**src/rtl/stt_pkg.sv**
```systemverilog
// stt_pkg: shared types and constants for the source text tokenizer
// item structs for both channels, lexer modes, codes and character constants
// no dependencies
package stt_pkg;

    typedef enum logic [2:0] {
        MODE_IDLE  = 3'd0,
        MODE_INT   = 3'd1,
        MODE_FRAC  = 3'd2,
        MODE_IDENT = 3'd3,
        MODE_CHR   = 3'd4,
        MODE_STR   = 3'd5,
        MODE_STOP  = 3'd6
    } lex_mode_t;

    typedef enum logic [3:0] {
        CC_DIGIT,
        CC_LETTER,
        CC_OP,
        CC_SEP,
        CC_SQUOTE,
        CC_DQUOTE,
        CC_NUL,
        CC_SPACE,
        CC_OTHER
    } char_class_t;

    localparam logic       CMD_BYTE = 1'b0;
    localparam logic       CMD_EOF  = 1'b1;

    localparam logic [1:0] KIND_BYTE    = 2'd0;
    localparam logic [1:0] KIND_END     = 2'd1;
    localparam logic [1:0] KIND_EOF     = 2'd2;
    localparam logic [1:0] KIND_UNKNOWN = 2'd3;

    localparam logic [2:0] CLS_NUM   = 3'd0;
    localparam logic [2:0] CLS_IDENT = 3'd1;
    localparam logic [2:0] CLS_OP    = 3'd2;
    localparam logic [2:0] CLS_SEP   = 3'd3;
    localparam logic [2:0] CLS_CHR   = 3'd4;
    localparam logic [2:0] CLS_STR   = 3'd5;

    localparam logic [7:0] CH_ZERO   = 8'h30;
    localparam logic [7:0] CH_NINE   = 8'h39;
    localparam logic [7:0] CH_DOT    = 8'h2e;
    localparam logic [7:0] CH_UNDER  = 8'h5f;
    localparam logic [7:0] CH_SQUOTE = 8'h27;
    localparam logic [7:0] CH_DQUOTE = 8'h22;

    typedef struct packed {
        logic       cmd;
        logic [7:0] char_value;
    } src_item_t;

    typedef struct packed {
        logic [1:0] item_kind;
        logic [2:0] token_class;
        logic [7:0] byte_out;
        logic       token_first;
        logic       token_closed_here;
        logic       unterminated;
        logic       run_last;
    } tok_item_t;

    // results of one accepted item handed from the front to the queue
    typedef struct packed {
        logic [1:0] count;
        tok_item_t  first;
        tok_item_t  second;
    } tok_push_t;

endpackage

```
**src/rtl/stt_front.sv**
```systemverilog
// stt_front: classifies each accepted source item against the lexer mode
// and produces up to two result transactions per item
// depends on stt_pkg
module stt_front
    import stt_pkg::*;
(
    input  logic      clk,
    input  logic      rst_n,
    input  logic      accept,
    input  src_item_t item,
    output tok_push_t push
);

    lex_mode_t   mode_reg;
    lex_mode_t   mode_next;
    lex_mode_t   start_mode;
    char_class_t cc;
    tok_item_t   start_res;
    logic        start_emit;
    tok_item_t   r0;
    tok_item_t   r1;
    logic [1:0]  n;
    logic [7:0]  c;

    function automatic char_class_t classify(input logic [7:0] b);
        char_class_t r;
        r = CC_OTHER;
        if (b >= CH_ZERO && b <= CH_NINE)
            r = CC_DIGIT;
        else if ((b >= 8'h61 && b <= 8'h7a) || (b >= 8'h41 && b <= 8'h5a))
            r = CC_LETTER;
        else
        begin
            unique case (b) inside
                8'h3c, 8'h3e, 8'h2f, 8'h2a, 8'h2b, 8'h2d, 8'h25, 8'h5e, 8'h24, 8'h21,
                8'h3d, 8'h7c, 8'h3f, 8'h7e, 8'h23, 8'h3a, 8'h3b, 8'h5c, 8'h2e, 8'h26:
                    r = CC_OP;
                8'h5b, 8'h5d, 8'h28, 8'h29, 8'h7b, 8'h7d, 8'h2c:
                    r = CC_SEP;
                8'h27:   r = CC_SQUOTE;
                8'h22:   r = CC_DQUOTE;
                8'h00:   r = CC_NUL;
                8'h20, 8'h09, 8'h0a, 8'h0d:
                    r = CC_SPACE;
                default: r = CC_OTHER;
            endcase
        end
        return r;
    endfunction

    function automatic tok_item_t mk(input logic [1:0] kind, input logic [2:0] cls,
                                     input logic [7:0] b, input logic first,
                                     input logic closed, input logic unterm);
        tok_item_t t;
        t.item_kind         = kind;
        t.token_class       = cls;
        t.byte_out          = b;
        t.token_first       = first;
        t.token_closed_here = closed;
        t.unterminated      = unterm;
        t.run_last          = 1'b0;
        return t;
    endfunction

    assign c  = item.char_value;
    assign cc = classify(c);

    // what a byte does when no token is open
    always_comb
    begin
        start_emit = 1'b1;
        start_mode = MODE_IDLE;
        start_res  = mk(KIND_UNKNOWN, CLS_NUM, c, 1'b0, 1'b0, 1'b0);
        unique case (cc)
            CC_DIGIT:
            begin
                start_res  = mk(KIND_BYTE, CLS_NUM, c, 1'b1, 1'b0, 1'b0);
                start_mode = MODE_INT;
            end
            CC_LETTER:
            begin
                start_res  = mk(KIND_BYTE, CLS_IDENT, c, 1'b1, 1'b0, 1'b0);
                start_mode = MODE_IDENT;
            end
            CC_OP:     start_res = mk(KIND_BYTE, CLS_OP, c, 1'b1, 1'b1, 1'b0);
            CC_SEP:    start_res = mk(KIND_BYTE, CLS_SEP, c, 1'b1, 1'b1, 1'b0);
            CC_SQUOTE:
            begin
                start_res  = mk(KIND_BYTE, CLS_CHR, c, 1'b1, 1'b0, 1'b0);
                start_mode = MODE_CHR;
            end
            CC_DQUOTE:
            begin
                start_res  = mk(KIND_BYTE, CLS_STR, c, 1'b1, 1'b0, 1'b0);
                start_mode = MODE_STR;
            end
            CC_NUL:
            begin
                start_emit = 1'b0;
                start_mode = MODE_STOP;
            end
            CC_SPACE:  start_emit = 1'b0;
            default:   start_emit = 1'b1;
        endcase
    end

    // next mode
    always_comb
    begin
        mode_next = mode_reg;
        if (item.cmd == CMD_EOF)
            mode_next = MODE_IDLE;
        else
        begin
            unique case (mode_reg)
                MODE_STOP:  mode_next = MODE_STOP;
                MODE_CHR:   mode_next = (c == CH_SQUOTE) ? MODE_IDLE : MODE_CHR;
                MODE_STR:   mode_next = (c == CH_DQUOTE) ? MODE_IDLE : MODE_STR;
                MODE_INT:
                    if (cc == CC_DIGIT)
                        mode_next = MODE_INT;
                    else if (c == CH_DOT)
                        mode_next = MODE_FRAC;
                    else
                        mode_next = start_mode;
                MODE_FRAC:  mode_next = (cc == CC_DIGIT) ? MODE_FRAC : start_mode;
                MODE_IDENT:
                    mode_next = (cc == CC_LETTER || c == CH_UNDER) ? MODE_IDENT : start_mode;
                default:    mode_next = start_mode;
            endcase
        end
    end

    // results of this item
    always_comb
    begin
        n  = 2'd0;
        r0 = mk(KIND_EOF, CLS_NUM, 8'h00, 1'b0, 1'b0, 1'b0);
        r1 = mk(KIND_EOF, CLS_NUM, 8'h00, 1'b0, 1'b0, 1'b0);
        if (item.cmd == CMD_EOF)
        begin
            n = 2'd2;
            unique case (mode_reg) inside
                MODE_INT, MODE_FRAC:
                    r0 = mk(KIND_END, CLS_NUM, 8'h00, 1'b0, 1'b0, 1'b0);
                MODE_IDENT:
                    r0 = mk(KIND_END, CLS_IDENT, 8'h00, 1'b0, 1'b0, 1'b0);
                MODE_CHR:
                    r0 = mk(KIND_END, CLS_CHR, 8'h00, 1'b0, 1'b0, 1'b1);
                MODE_STR:
                    r0 = mk(KIND_END, CLS_STR, 8'h00, 1'b0, 1'b0, 1'b1);
                default:
                    n = 2'd1;
            endcase
        end
        else
        begin
            unique case (mode_reg) inside
                MODE_STOP: n = 2'd0;
                MODE_CHR:
                begin
                    n  = 2'd1;
                    r0 = mk(KIND_BYTE, CLS_CHR, c, 1'b0, c == CH_SQUOTE, 1'b0);
                end
                MODE_STR:
                begin
                    n  = 2'd1;
                    r0 = mk(KIND_BYTE, CLS_STR, c, 1'b0, c == CH_DQUOTE, 1'b0);
                end
                MODE_INT, MODE_FRAC:
                    if (cc == CC_DIGIT || (mode_reg == MODE_INT && c == CH_DOT))
                    begin
                        n  = 2'd1;
                        r0 = mk(KIND_BYTE, CLS_NUM, c, 1'b0, 1'b0, 1'b0);
                    end
                    else
                    begin
                        n  = start_emit ? 2'd2 : 2'd1;
                        r0 = mk(KIND_END, CLS_NUM, 8'h00, 1'b0, 1'b0, 1'b0);
                        r1 = start_res;
                    end
                MODE_IDENT:
                    if (cc == CC_LETTER || c == CH_UNDER)
                    begin
                        n  = 2'd1;
                        r0 = mk(KIND_BYTE, CLS_IDENT, c, 1'b0, 1'b0, 1'b0);
                    end
                    else
                    begin
                        n  = start_emit ? 2'd2 : 2'd1;
                        r0 = mk(KIND_END, CLS_IDENT, 8'h00, 1'b0, 1'b0, 1'b0);
                        r1 = start_res;
                    end
                default:
                begin
                    n  = start_emit ? 2'd1 : 2'd0;
                    r0 = start_res;
                end
            endcase
        end
        if (n == 2'd2)
            r1.run_last = 1'b1;
        else if (n == 2'd1)
            r0.run_last = 1'b1;
    end

    assign push.count  = accept ? n : 2'd0;
    assign push.first  = r0;
    assign push.second = r1;

    always_ff @(posedge clk or negedge rst_n)
    begin
        if (!rst_n)
            mode_reg <= MODE_IDLE;
        else if (accept)
            mode_reg <= mode_next;
    end

endmodule

```
**src/rtl/stt_queue.sv**
```systemverilog
// stt_queue: four-entry result queue, two writes and one read per cycle
// its head drives the result channel directly from registers
// depends on stt_pkg
module stt_queue
    import stt_pkg::*;
(
    input  logic      clk,
    input  logic      rst_n,
    input  tok_push_t push,
    output logic      room,
    output logic      tok_valid,
    input  logic      tok_ready,
    output tok_item_t tok_item
);

    localparam int Depth = 4;

    tok_item_t  mem [Depth];
    logic [1:0] wr_ptr_reg;
    logic [1:0] wr_ptr_next;
    logic [1:0] rd_ptr_reg;
    logic [1:0] rd_ptr_next;
    logic [2:0] count_reg;
    logic [2:0] count_next;
    logic       pop;

    assign tok_valid = (count_reg != 3'd0);
    assign tok_item  = mem[rd_ptr_reg];
    assign pop       = tok_valid && tok_ready;
    // two free slots cover the worst item
    assign room      = (count_reg <= 3'd2);

    assign wr_ptr_next = wr_ptr_reg + push.count;
    assign rd_ptr_next = rd_ptr_reg + {1'b0, pop};
    assign count_next  = count_reg + {1'b0, push.count} - {2'b00, pop};

    always_ff @(posedge clk)
    begin
        if (push.count != 2'd0)
            mem[wr_ptr_reg] <= push.first;
        if (push.count == 2'd2)
            mem[wr_ptr_reg + 2'd1] <= push.second;
    end

    always_ff @(posedge clk or negedge rst_n)
    begin
        if (!rst_n)
        begin
            wr_ptr_reg <= 2'd0;
            rd_ptr_reg <= 2'd0;
            count_reg  <= 3'd0;
        end
        else
        begin
            wr_ptr_reg <= wr_ptr_next;
            rd_ptr_reg <= rd_ptr_next;
            count_reg  <= count_next;
        end
    end

endmodule

```
**src/rtl/source_text_tokenizer.sv**
```systemverilog
// source text tokenizer: one source byte or end of file per transaction in,
// one result per transaction out; accepts one item per cycle while the queue has
// two free slots; items giving two results need two transfers on the result port,
// the only single-result-per-cycle unit; the four-entry queue absorbs bursts;
// rst_n (async, active low) clears the lexer mode to between tokens and empties
// the queue
module source_text_tokenizer
    import stt_pkg::*;
(
    input  logic      clk,
    input  logic      rst_n,
    input  logic      src_valid,
    output logic      src_ready,
    input  src_item_t src_item,
    output logic      tok_valid,
    input  logic      tok_ready,
    output tok_item_t tok_item
);

    tok_push_t push;
    logic      accept;

    assign accept = src_valid && src_ready;

    stt_front u_front (
        .clk    (clk),
        .rst_n  (rst_n),
        .accept (accept),
        .item   (src_item),
        .push   (push)
    );

    stt_queue u_queue (
        .clk       (clk),
        .rst_n     (rst_n),
        .push      (push),
        .room      (src_ready),
        .tok_valid (tok_valid),
        .tok_ready (tok_ready),
        .tok_item  (tok_item)
    );

endmodule

```
**config.mk**
```make
export PLATFORM = sky130hd
export DESIGN_NAME = source_text_tokenizer
export DESIGN_NICKNAME = d
export VERILOG_FILES = /design/src/rtl/stt_pkg.sv /design/src/rtl/stt_front.sv /design/src/rtl/stt_queue.sv /design/src/rtl/source_text_tokenizer.sv
export SDC_FILE = /design/constraint.sdc
export NUM_CORES = 1
export LEC_CHECK = 0
export BUFFER_PORTS_ARGS = -buffer_cell sky130_fd_sc_hd__buf_2
export CAP_MARGIN = 20
export CORE_MARGIN = 2
export CORE_UTILIZATION = 35
export CTS_CLUSTER_DIAMETER = 60
export CTS_CLUSTER_SIZE = 16
export DETAILED_ROUTE_END_ITERATION = 16
export PLACE_DENSITY_LB_ADDON = 0.3
export SETUP_SLACK_MARGIN = 0.3
export SLEW_MARGIN = 30
export SYNTH_ARGS = -nofsm -noshare
export SYNTH_HDL_FRONTEND = slang
export SYNTH_SLANG_ARGS = --single-unit
```
**constraint.sdc**
```tcl
create_clock -name clk -period 4.2 [get_ports clk]
set_clock_uncertainty 0.2 [all_clocks]
set_input_delay 0.84 -clock clk [delete_from_list [all_inputs] [get_ports clk]]
set_output_delay 0.84 -clock clk [all_outputs]
set_load 0.005 [all_outputs]
```
==> results of run 1 <==
## layout by cell type, fill, tap and decap left out, types with 5 or more instances in the layout
cell,n
sky130_fd_sc_hd__mux4_2,17
sky130_fd_sc_hd__inv_1,18
sky130_fd_sc_hd__nor2_1,18
sky130_fd_sc_hd__dfrtp_1,10
sky130_fd_sc_hd__a21boi_1,13
sky130_fd_sc_hd__edfxtp_1,64
sky130_fd_sc_hd__nor3_1,11
sky130_fd_sc_hd__a31oi_1,5
sky130_fd_sc_hd__o21ai_0,13
sky130_fd_sc_hd__buf_4,12
sky130_fd_sc_hd__a21oi_1,31
sky130_fd_sc_hd__nand2_1,34
sky130_fd_sc_hd__ha_1,6
sky130_fd_sc_hd__o22ai_1,26
sky130_fd_sc_hd__buf_2,31
sky130_fd_sc_hd__xor2_1,5
sky130_fd_sc_hd__nand3_1,9
sky130_fd_sc_hd__clkbuf_16,9
## metal layers
layer  wire [um]  GRT usage, %  part of all wire (%)
met1        5372         24.23                    47
met2        5394         27.01                    47
met3         596         4.310                   5.2
met4         129         4.018                   1.1
met5           0             0                     0
## final timing paths
check / depth (start not counted) / slack (ns) / startpoint / end
max: 12 / 0.63 / src_item[4] / u_queue.count_reg[2]
max in group asynchronous: 1 / 3.44 / rst_n / u_queue.rd_ptr_reg[1]
min in group clk: 2 / 0.28 / u_queue.mem[2][1] / u_queue.mem[2][1]
min reg2reg: 2 / 0.28 / u_queue.mem[2][1] / u_queue.mem[2][1]
max reg2reg: 11 / 0.71 / u_front.mode_reg[1] / u_queue.count_reg[2]
min: 1 / 0.16 / rst_n / u_queue.count_reg[2]
## Yosys cell counts, types with 3 or more instances
cell	number
sky130_fd_sc_hd__o21ai_4	4
sky130_fd_sc_hd__a21boi_0	4
sky130_fd_sc_hd__clkbuf_1	13
sky130_fd_sc_hd__edfxtp_1	64
sky130_fd_sc_hd__inv_1	18
sky130_fd_sc_hd__o22ai_1	26
sky130_fd_sc_hd__nor2_1	18
sky130_fd_sc_hd__mux4_2	17
sky130_fd_sc_hd__nand2_1	34
sky130_fd_sc_hd__xor2_1	5
sky130_fd_sc_hd__nand2_4	3
sky130_fd_sc_hd__dfrtp_1	10
sky130_fd_sc_hd__a21oi_1	31
sky130_fd_sc_hd__and3_1	3
sky130_fd_sc_hd__o21ai_0	13
sky130_fd_sc_hd__ha_1	6
sky130_fd_sc_hd__nor2b_1	3
sky130_fd_sc_hd__o21ai_2	3
sky130_fd_sc_hd__xnor2_1	3
sky130_fd_sc_hd__a31oi_1	5
sky130_fd_sc_hd__or3_1	3
sky130_fd_sc_hd__nand3_1	9
sky130_fd_sc_hd__and2_1	4
sky130_fd_sc_hd__dfxtp_1	4
sky130_fd_sc_hd__nor3_1	11
sky130_fd_sc_hd__o211ai_4	4
sky130_fd_sc_hd__a21boi_1	13
## where the power goes
part,switching [mW],internal [mW]
Combinational,0.738,0.557
Clock,0.317,0.527
Sequential,0.134,1.02
Total,1.19,2.10
## metrics by stage
step / hold WS, ns / util [%]
4_1_cts: 0.1578 / 41.74
3_3_place_gp: 0.2458 / 39.21
2_1_floorplan: 0.2353 / -
5_1_grt: 0.1574 / 41.74
6_report: 0.1568 / 41.74
3_5_place_dp: 0.2577 / 39.21
## layout make-up
class / instances / area (um2)
Fill cell: 1209 / 7442
Sequential cell: 78 / 2252
Multi-Input combinational cell: 276 / 2188
Timing Repair Buffer: 45 / 285.3
Clock buffer: 10 / 229.0
Tap cell: 172 / 215.2
Clock inverter: 6 / 93.84
Inverter: 18 / 67.56
## kinds of logic after synthesis
kind of cell,share of synthesized area (%)
AOI/OAI and AO/OA,22.66
and+or+nand+nor,12.40
DFF,48.74
buffers and inverters,3.899
muxes,8.719
xor gates and xnor gates,1.516
adders and majority gates,2.058
==> insert_results.sql, run 1 <==
INSERT INTO impl_metrics (metric_group, metric, value, unit) VALUES
('power', 'vdd_ir_drop_max', '0.2445', 'mV'),
('clocking', 'cts_made_buffers', '9', ''),
('cells_and_area', 'area_grow_syn2layout', '15.38', '%'),
('outcome', 'status', 'finished clean', ''),
('clocking', 'ctsRootBufferMaster', 'sky130_fd_sc_hd__clkbuf_16', ''),
('synthesis', 'ys_seq_area_share', '48.74', '%'),
('synthesis', 'postSynthNetCount', '412', ''),
('cells_and_area', 'layout-drive-gt1-share', '24.48', '%'),
('critical_path', 'worst-endpoint-required', '4.22', 'ns'),
('synthesis', 'mappedNetlistArea', '4621', 'um2'),
('timing', 'finalMaxSlewViolations', '0', ''),
('cells_and_area', 'n_antenna_cell', '0', ''),
('grt', 'pin_count_of_the_biggest_net_entering_global_routing', '23', ''),
('clocking', 'clock_insertion_delay_worst_skew', '0.34', 'ns'),
('critical_path', 'critPathBufInv', '2', ''),
('grt', 'grt_use_total', '17.28', '%'),
('timing', 'hold_viol', '0', ''),
('placed_design', 'dpl_cell_area', '5009', 'um2'),
('synthesis', 'synth.area.top_cells', 'sky130_fd_sc_hd__edfxtp_1 42%, sky130_fd_sc_hd__mux4_2 8.3%, sky130_fd_sc_hd__dfrtp_1 5.4%', ''),
('floorplan', 'placement_rows', '41', ''),
('routing', 'drcViolationCount', '0', ''),
('synthesis', 'synth-warning-count', '0', ''),
('critical_path', 'worst_setup_path_end_kind', 'flip-flop', ''),
('floorplan', 'initial_core_util', '36.17', '%'),
('clocking', 'number_of_h_tree_branching_levels', '3', ''),
('placed_design', 'dp_hpwl', '8314', 'um'),
('synthesis', 'ys_ff_latch', '78', ''),
('timing', 'worst_pin_slew', '0.8710', 'ns'),
('clocking', 'clk_transition_reported_paths', '0.06', 'ns'),
('grt', 'overflow', '0', ''),
('synthesis', 'synth_top_cell_by_area', 'sky130_fd_sc_hd__edfxtp_1', ''),
('placed_design', 'io_buffers', '31', ''),
('critical_path', 'element_type_at_the_critical_path_start', 'input port', ''),
('routing', 'avgRoutedWirePerCell', '19.00', 'um'),
('cells_and_area', 'layout.nets', '448', ''),
('placed_design', 'dp_worst_setup_slack', '0.2929', 'ns'),
('power', 'p_per_area', '617.3', 'nW/um2'),
('timing', 'fin_setup_tns', '0', 'ns'),
('synthesis', 'syn_inst', '392', ''),
('critical_path', 'cp_cell_sequence', 'buf_2 > or4b_1 > a2bb2oi_1 > o32ai_1 > mux2i_1 > o21ai_4 > and3_1 > ha_1 > inv_1 > fa_1 > xor2_1 > xnor2_1', ''),
('critical_path', 'path_class', 'input port to flip-flop', ''),
('power', 'static-leakage-power', '1.879', 'nW'),
('timing', 'setup_ws', '0.6293', 'ns'),
('critical_path', 'critPathMaxFanout', '17', ''),
('timing', 'unrepaired_setup_endpoints_after_global_routing', 'false', ''),
('timing', 'layout_worst_path_cycle_share', '85.02', '%'),
('placed_design', 'place_inst', '589', ''),
('floorplan', 'die_h', '118.9', 'um'),
('floorplan', 'design.core.area', '12770', 'um2'),
('routing', 'detail_route.vias_per_cell', '5.650', ''),
('cells_and_area', 'final_area', '5331', 'um2'),
('timing', 'final-setup-viol-count', '0', ''),
('clocking', 'cts_tree', 'yes', ''),
('grt', 'antenna_found_initial', '0', ''),
('routing', 'drtAntennaViolNets', '0', ''),
('timing', 'fmax', '280.1', 'MHz'),
('grt', 'grt_pass1_wl', '18890', 'um'),
('synthesis', 'synth_async_sr_flop_share', '12.82', '%'),
('power', 'finalPower', '3.291', 'mW'),
('synthesis', 'ys_dominant_reg_cell', 'sky130_fd_sc_hd__edfxtp_1', ''),
('clocking', 'postCtsSetupBuffers', '0', ''),
('critical_path', 'critical_path.top_delay_family', 'simple AND/OR/NAND/NOR gates', ''),
('timing', 'worst_slew_margin_rel', '41.93', '%'),
('routing', 'route.final.wire_length', '11490', 'um'),
('clocking', 'post_cts_hold_buffer_count', '0', ''),
('hold_path', 'hold_path_class', 'input port to async pin', ''),
('critical_path', 'timing.critical_path.arrival', '3.59', 'ns'),
('cells_and_area', 'largest_register_ffs', '68', ''),
('synthesis', 'synthDominantCellAreaShare', '41.59', '%'),
('floorplan', 'die_area', '14140', 'um2'),
('floorplan', 'die-width', '118.9', 'um');
No activity file was read; power rests on OpenSTA's default activity.
==> run 2, diff against run 1 <==
--- a/config.mk
+++ b/config.mk
@@ -5,6 +5,7 @@
 export SDC_FILE = /design/constraint.sdc
 export NUM_CORES = 1
 export LEC_CHECK = 0
+export ABC_AREA = 1
 export BUFFER_PORTS_ARGS = -buffer_cell sky130_fd_sc_hd__buf_2
 export CAP_MARGIN = 20
 export CORE_MARGIN = 2
==> run 2 against run 1 <==
Die area rose by 3.7%. Flip-flop and latch count did not move. Utilization fell by 1.3 points. Sequential share of layout area fell by 0.40 points. Synthesized area rose by 3.8%. Hold slack got worse by 0.0074 ns. Synthesized cell count rose by 54%. Non-clock buffer count fell by 5. Via count rose by 25%. Worst setup slack improved by 0.024 ns. Critical path depth fell by 7. Global-route usage rose by 1.4 points. Largest cell class unchanged.
==> insert_results.sql, run 2 <==
INSERT INTO impl_metrics (metric_group, metric, value, unit) VALUES
('synthesis', 'ys_seq_area_share', '46.95', '%'),
('floorplan', 'initial_core_util', '36.08', '%'),
('hold_path', 'hold_path_class', 'input port to async pin', ''),
('routing', 'drcViolationCount', '0', ''),
('grt', 'pin_count_of_the_biggest_net_entering_global_routing', '37', ''),
('synthesis', 'mappedNetlistArea', '4797', 'um2'),
('run', 'max-cap-violations', '0', ''),
('timing', 'fin_setup_tns', '0', 'ns'),
('timing', 'finalMaxSlewViolations', '0', ''),
('routing', 'detail_route.iter0.violations', '321', ''),
('routing', 'route.final.wire_length', '13070', 'um'),
('cells_and_area', 'multiInputGateArea', '2157', 'um2'),
('critical_path', 'critical_path.top_delay_family', 'buffers and inverters', ''),
('synthesis', 'synthesis.area_per_instance', '7.955', 'um2'),
('timing', 'final-setup-viol-count', '0', ''),
('timing', 'worst_slew_margin_rel', '43.12', '%'),
('synthesis', 'postSynthNetCount', '623', ''),
('synthesis', 'ys_dominant_reg_cell', 'sky130_fd_sc_hd__edfxtp_1', ''),
('outcome', 'status', 'finished clean', ''),
('synthesis', 'syn_inst', '603', ''),
('placed_design', 'dp_hpwl', '9617', 'um'),
('grt', 'grt_pass1_vias', '4130', ''),
('critical_path', 'critPathMaxFanout', '36', ''),
('cells_and_area', 'layout.nets', '648', ''),
('floorplan', 'die-width', '121.1', 'um'),
('cells_and_area', 'most_common_cell_after_layout_fill_and_taps_aside', 'sky130_fd_sc_hd__nand2_1', ''),
('critical_path', 'path_class', 'flip-flop to output port', ''),
('clocking', 'postCtsSetupBuffers', '0', ''),
('grt', 'overflow', '0', ''),
('cells_and_area', 'fillCellCount', '1337', ''),
('placed_design', 'dpl_cell_area', '5100', 'um2'),
('critical_path', 'timing.critical_path.arrival', '2.51', 'ns'),
('placed_design', 'gp_congestion', '0.9108', ''),
('clocking', 'clock_insertion_delay_worst_skew', '0.34', 'ns'),
('clocking', 'ctsRootBufferMaster', 'sky130_fd_sc_hd__clkbuf_16', ''),
('cells_and_area', 'layout-drive-gt1-share', '13.27', '%'),
('clocking', 'cts_tree', 'yes', ''),
('floorplan', 'ios', '32', ''),
('power', 'p_per_area', '650.8', 'nW/um2'),
('synthesis', 'ys_ff_latch', '78', ''),
('critical_path', 'element_type_at_the_critical_path_start', 'flip-flop', ''),
('grt', 'antenna_found_initial', '0', ''),
('cells_and_area', 'most_frequent_cells_in_the_layout', '104 x sky130_fd_sc_hd__nand2_1, 77 x sky130_fd_sc_hd__nor2_1, 72 x sky130_fd_sc_hd__nand3_1', ''),
('timing', 'min_period', '3.547', 'ns'),
('floorplan', 'die_h', '121.1', 'um'),
('floorplan', 'design.core.area', '13300', 'um2'),
('timing', 'hold_viol', '0', ''),
('synthesis', 'synth_top_cell_by_area', 'sky130_fd_sc_hd__edfxtp_1', ''),
('floorplan', 'die_area', '14660', 'um2'),
('timing', 'worst_pin_slew', '0.8479', 'ns'),
('clocking', 'cts_num_sinks', '78', ''),
('routing', 'via_count', '4270', ''),
('clocking', 'cts_buffer_depth', '2', ''),
('power', 'finalPower', '3.503', 'mW'),
('cells_and_area', 'area_grow_syn2layout', '12.21', '%'),
('synthesis', 'synth.most_common_cell', 'sky130_fd_sc_hd__nand2_1', ''),
('cells_and_area', 'layout.area.seq', '2252', 'um2'),
('routing', 'detail_route.vias_per_cell', '5.278', ''),
('timing', 'layout_worst_path_cycle_share', '84.44', '%'),
('timing', 'fmax', '282.0', 'MHz'),
('power', 'vdd_ir_drop_max', '0.2575', 'mV'),
('routing', 'avgRoutedWirePerCell', '16.16', 'um'),
('timing', 'unrepaired_setup_endpoints_after_global_routing', 'false', ''),
('synthesis', 'number_of_synthesized_flops_with_an_enable_pin', '64', ''),
('synthesis', 'synth-warning-count', '0', ''),
('clocking', 'post_cts_resized', '0', ''),
('synthesis', 'synth.area.top_cells', 'sky130_fd_sc_hd__edfxtp_1 40%, sky130_fd_sc_hd__nand2_1 8.1%, sky130_fd_sc_hd__nand3_1 7.5%', ''),
('placed_design', 'io_buffers', '31', ''),
('floorplan', 'placement_rows', '42', ''),
('cells_and_area', 'final_area', '5383', 'um2'),
('power', 'static-leakage-power', '2.224', 'nW'),
('critical_path', 'critPathMaxStageDelay', '0.77', 'ns'),
('clocking', 'number_of_h_tree_branching_levels', '3', ''),
('cells_and_area', 'n_antenna_cell', '0', ''),
('critical_path', 'worst-endpoint-required', '3.16', 'ns'),
('grt', 'grt_use_total', '18.72', '%'),
('cells_and_area', 'largest_register_ffs', '68', ''),
('synthesis', 'synthDominantCellAreaShare', '40.06', '%'),
('clocking', 'clk_transition_reported_paths', '0.06', 'ns'),
('routing', 'drtAntennaViolNets', '0', ''),
('critical_path', 'critPathBufInv', '3', ''),
('routing', 'drt_pre_antenna_iters', '5', ''),
('critical_path', 'critical_path.slowest_cell', 'sky130_fd_sc_hd__clkinv_1', ''),
('synthesis', 'synth_async_sr_flop_share', '12.82', '%'),
('grt', 'grt_pass1_wl', '21490', 'um'),
('critical_path', 'cp_cell_sequence', 'buf_4 > clkinv_1 > o21ai_0 > o22ai_1 > buf_2', ''),
('clocking', 'cts_made_buffers', '9', ''),
('clocking', 'post_cts_hold_buffer_count', '0', ''),
('synthesis', 'ys_types', '35', ''),
('critical_path', 'worst_setup_path_end_kind', 'output port', ''),
('synthesis', 'synth_top_cells_by_count', '104 x sky130_fd_sc_hd__nand2_1, 77 x sky130_fd_sc_hd__nor2_1, 72 x sky130_fd_sc_hd__nand3_1', '');
[run 2: path summary, 6_finish.rpt]
path,slack [ns],startpoint,cells after the start,to
min,0.15,rst_n,1,u_queue.rd_ptr_reg[0]
max,0.65,u_queue.rd_ptr_reg[0],5,tok_item[10]
max reg2reg,0.94,u_front.mode_reg[1],11,u_queue.mem[3][7]
max in group asynchronous,3.46,rst_n,1,u_queue.count_reg[0]
min reg2reg,0.27,u_queue.mem[2][1],2,u_queue.mem[2][1]
min in group clk,0.27,u_queue.mem[2][1],2,u_queue.mem[2][1]
[run 2: per-stage QoR]
step	utilization (%)	std cells	hold WS, ns	setup WS (ns)
detailed placement	38.36	793	0.2629	0.4947
global placement	38.36	793	0.2622	0.5528
global route	40.49	809	0.1638	0.3754
CTS	40.49	809	0.1565	0.8482
floorplan	-	603	0.2422	1.060
finish	40.49	809	0.1494	0.6533
[run 2: kinds of logic (layout without fill, tap and decap cells)]
| kind of cell | count (synthesis) | after routing | synth area share (%) |
|---|---|---|---|
| xor+xnor | 5 | 5 | 0.9131 |
| compound gates | 137 | 137 | 15.21 |
| flops | 78 | 78 | 46.95 |
| buf+inv | 92 | 122 | 8.086 |
| fa+ha+maj | 7 | 7 | 1.982 |
| simple gates | 284 | 284 | 26.86 |
[run 2: area by class of cell]
cell class	instances	area share (%)
Clock buffer	11	4.324
Clock inverter	5	0.9298
Inverter	66	4.603
Multi-Input combinational cell	433	40.07
Sequential cell	78	41.84
Tap cell	176	4.091
Timing Repair Buffer	40	4.138
[run 2: power breakdown]
| part | switching (mW) | total (mW) | leakage, nW | internal (mW) |
|---|---|---|---|---|
| sequential | 0.0820 | 1.12 | 0.753 | 1.04 |
| clock | 0.290 | 0.745 | 0.135 | 0.455 |
| combinational | 1.13 | 1.64 | 1.34 | 0.511 |
[run 2: routing by layer]
metal	GRT usage (%)	up-vias	wire (um)
met5	0	-	0
met4	7.776	0	277
met3	3.102	18	885
met2	28.27	171	5846
met1	26.55	1971	6063
li1	-	2110	-
==> run 3, diff against run 2 <==
==> constraint.sdc (replaced) <==
create_clock -name clk -period 3.5 [get_ports clk]
set_clock_uncertainty 0.2 [all_clocks]
set_input_delay 0.7 -clock clk [delete_from_list [all_inputs] [get_ports clk]]
set_output_delay 0.7 -clock clk [all_outputs]
set_load 0.005 [all_outputs]
==> run 3 against run 2 <==
Hold slack lost 0.14 ns. Design area increased by 2.9%. Die area stayed put. Routed wire length grew 1.7%. Via count grew 2.7%. Sequential power rose by 21%. Critical path depth grew 8. First-iteration DRC count grew 27%. Combinational power grew 26%. Largest cell class unchanged.
==> insert_results.sql, run 3 (synthesis gave the netlist of run 2 again) <==
INSERT INTO impl_metrics (metric_group, metric, value, unit) VALUES
('clocking', 'clock_insertion_delay_worst_skew', '0.34', 'ns'),
('grt', 'grt_use_total', '19.26', '%'),
('critical_path', 'reg2reg_to', 'u_queue.count_reg[2]', ''),
('timing', 'final-setup-viol-count', '0', ''),
('cells_and_area', 'n_antenna_cell', '0', ''),
('critical_path', 'worst_setup_path_end_kind', 'flip-flop', ''),
('routing', 'route.final.wire_length', '13300', 'um'),
('critical_path', 'element_type_at_the_critical_path_start', 'flip-flop', ''),
('timing', 'finalMaxSlewViolations', '0', ''),
('hold_path', 'hold_path_class', 'input port to async pin', ''),
('routing', 'drt_pre_antenna_iters', '5', ''),
('placed_design', 'io_buffers', '31', ''),
('clocking', 'cts_made_buffers', '9', ''),
('timing', 'setup_ws', '0.5777', 'ns'),
('clocking', 'cts_buffer_depth', '2', ''),
('clocking', 'post_cts_resized', '0', ''),
('timing', 'worst_pin_slew', '0.8748', 'ns'),
('cells_and_area', 'layout.nets', '660', ''),
('timing', 'unrepaired_setup_endpoints_after_global_routing', 'false', ''),
('power', 'vdd_ir_drop_max', '0.3498', 'mV'),
('floorplan', 'die_area', '14660', 'um2'),
('cells_and_area', 'most_frequent_cells_in_the_layout', '104 x sky130_fd_sc_hd__nand2_1, 76 x sky130_fd_sc_hd__nor2_1, 71 x sky130_fd_sc_hd__nand3_1', ''),
('power', 'internal_power_of_the_cells', '2.535', 'mW'),
('critical_path', 'reg2reg_setup_slack', '0.58', 'ns'),
('placed_design', 'dp_hpwl', '9854', 'um'),
('power', 'share_comb_of_total_power', '46.8', '%'),
('placed_design', 'gp_congestion', '0.8941', ''),
('routing', 'via_count', '4385', ''),
('clocking', 'clk_transition_reported_paths', '0.06', 'ns'),
('routing', 'detail_route.iter0.violations', '408', ''),
('floorplan', 'design.core.area', '13300', 'um2'),
('placed_design', 'place_inst', '805', ''),
('run', 'max-cap-violations', '0', ''),
('routing', 'avgRoutedWirePerCell', '16.20', 'um'),
('floorplan', 'die-width', '121.1', 'um'),
('timing', 'hold_viol', '0', ''),
('routing', 'drcViolationCount', '0', ''),
('timing', 'fin_setup_tns', '0', 'ns'),
('power', 'psw', '1.864', 'mW'),
('outcome', 'status', 'finished clean', ''),
('power', 'pwr-share-seq', '30.6', '%'),
('power', 'p_per_area', '794.5', 'nW/um2'),
('clocking', 'cts_num_sinks', '78', ''),
('critical_path', 'critPathMaxFanout', '6', ''),
('critical_path', 'cp_cell_sequence', 'inv_2 > ha_1 > inv_1 > nand3_2 > nand2_1 > inv_1 > nand3_2 > nand2_2 > nand2_4 > ha_1 > fa_1 > xnor2_1 > xor2_1', ''),
('critical_path', 'worst-endpoint-required', '3.56', 'ns'),
('timing', 'fmax', '342.2', 'MHz'),
('clocking', 'number_of_h_tree_branching_levels', '3', ''),
('clocking', 'cts_tree', 'yes', ''),
('critical_path', 'timing.critical_path.arrival', '2.98', 'ns'),
('cells_and_area', 'fillCellCount', '1358', ''),
('routing', 'detail_route.vias_per_cell', '5.341', ''),
('floorplan', 'initial_core_util', '36.08', '%'),
('clocking', 'post_cts_hold_buffer_count', '0', ''),
('floorplan', 'placement_rows', '42', ''),
('timing', 'worst_slew_margin_rel', '41.61', '%'),
('placed_design', 'dp_worst_setup_slack', '0.2345', 'ns'),
('cells_and_area', 'final_cell_count_without_fillers', '821', ''),
('grt', 'pin_count_of_the_biggest_net_entering_global_routing', '36', ''),
('timing', 'layout_worst_path_cycle_share', '83.49', '%'),
('power', 'static-leakage-power', '2.314', 'nW'),
('critical_path', 'crit-reg2reg-launch', 'u_front.mode_reg[1]', ''),
('grt', 'overflow', '0', ''),
('critical_path', 'cp-endpoint', 'u_queue.count_reg[2]', ''),
('cells_and_area', 'largest_register_ffs', '68', ''),
('critical_path', 'critical_path.slowest_cell', 'sky130_fd_sc_hd__dfrtp_1', ''),
('grt', 'grt_pass1_wl', '22090', 'um'),
('clocking', 'postCtsSetupBuffers', '0', ''),
('cells_and_area', 'most_common_cell_after_layout_fill_and_taps_aside', 'sky130_fd_sc_hd__nand2_1', ''),
('power', 'netSwitchingFraction', '42.38', '%'),
('clocking', 'ctsRootBufferMaster', 'sky130_fd_sc_hd__clkbuf_16', ''),
('cells_and_area', 'layout-drive-gt1-share', '15.66', '%'),
('timing', 'min_period', '2.922', 'ns'),
('critical_path', 'path_class', 'flip-flop to flip-flop', ''),
('floorplan', 'die_h', '121.1', 'um'),
('floorplan', 'ios', '32', ''),
('critical_path', 'critPathMaxStageDelay', '0.46', 'ns'),
('critical_path', 'reg2reg_depth', '13', ''),
('routing', 'drtAntennaViolNets', '0', ''),
('power', 'share_clk_of_total_power', '22.7', '%'),
('critical_path', 'worstSetupStartpoint', 'u_front.mode_reg[1]', ''),
('grt', 'grt_pass1_vias', '4246', ''),
('grt', 'antenna_found_initial', '0', ''),
('cells_and_area', 'area_grow_syn2layout', '15.44', '%');
[run 3: routing by layer]
metal	vias to the layer above	wire [um]	track usage [%]
li1	2140	-	-
met5	-	0	0
met2	161	6227	31.07
met3	19	764	3.055
met4	0	292	6.032
met1	2065	6016	26.52
[run 3: power groups by stage]
stage               Clock, mW  Sequential [mW]  Combinational, mW
floorplan                   0             1.34               1.36
global placement            0             1.36               2.01
detailed placement          0             1.36               2.05
CTS                      1.02             1.34               2.06
global route             1.05             1.37               2.31
finish                  0.997             1.35               2.06
[run 3: layout make-up]
cell class                      instances  area, um2  share of cell area (%)
Tap cell                              176      220.2                   3.976
Multi-Input combinational cell        433       2165                   39.09
Clock inverter                          7      98.84                   1.785
Sequential cell                        78       2252                   40.67
Timing Repair Buffer                   52      329.1                   5.942
Inverter                               66      247.7                   4.474
Clock buffer                            9      225.2                   4.067
[run 3: through the flow]
stage	cell area, um2	utilization [%]	power [mW]	hold WS, ns
2_1_floorplan	4797	-	2.698	0.2044
3_3_place_gp	5202	39.13	3.372	0.2728
3_5_place_dp	5202	39.13	3.413	0.2740
4_1_cts	5527	41.57	4.418	0.01374
5_1_grt	5538	41.65	4.731	0.03059
6_report	5538	41.65	4.400	0.01436
[run 3: worst max-delay path, delay by kind of cell (launching register included)]
kind	cells	cell delay, ns
fa+ha+maj	3	0.99
simple gates	5	0.49
flops	1	0.46
xor+xnor	2	0.36
buf+inv	3	0.34
[run 3: worst min path at each step]
stage / start / end / slack (ns) / cells after the start
after CTS: rst_n / u_queue.wr_ptr_reg[1] / 0.01 / 1
final: rst_n / u_queue.count_reg[2] / 0.01 / 1
after global placement: u_queue.mem[2][1] / u_queue.mem[2][1] / 0.27 / 2
after floorplan: rst_n / u_front.mode_reg[0] / 0.20 / 0
after global routing: rst_n / u_queue.count_reg[2] / 0.03 / 1
after detailed placement: u_queue.mem[0][1] / u_queue.mem[0][1] / 0.27 / 2
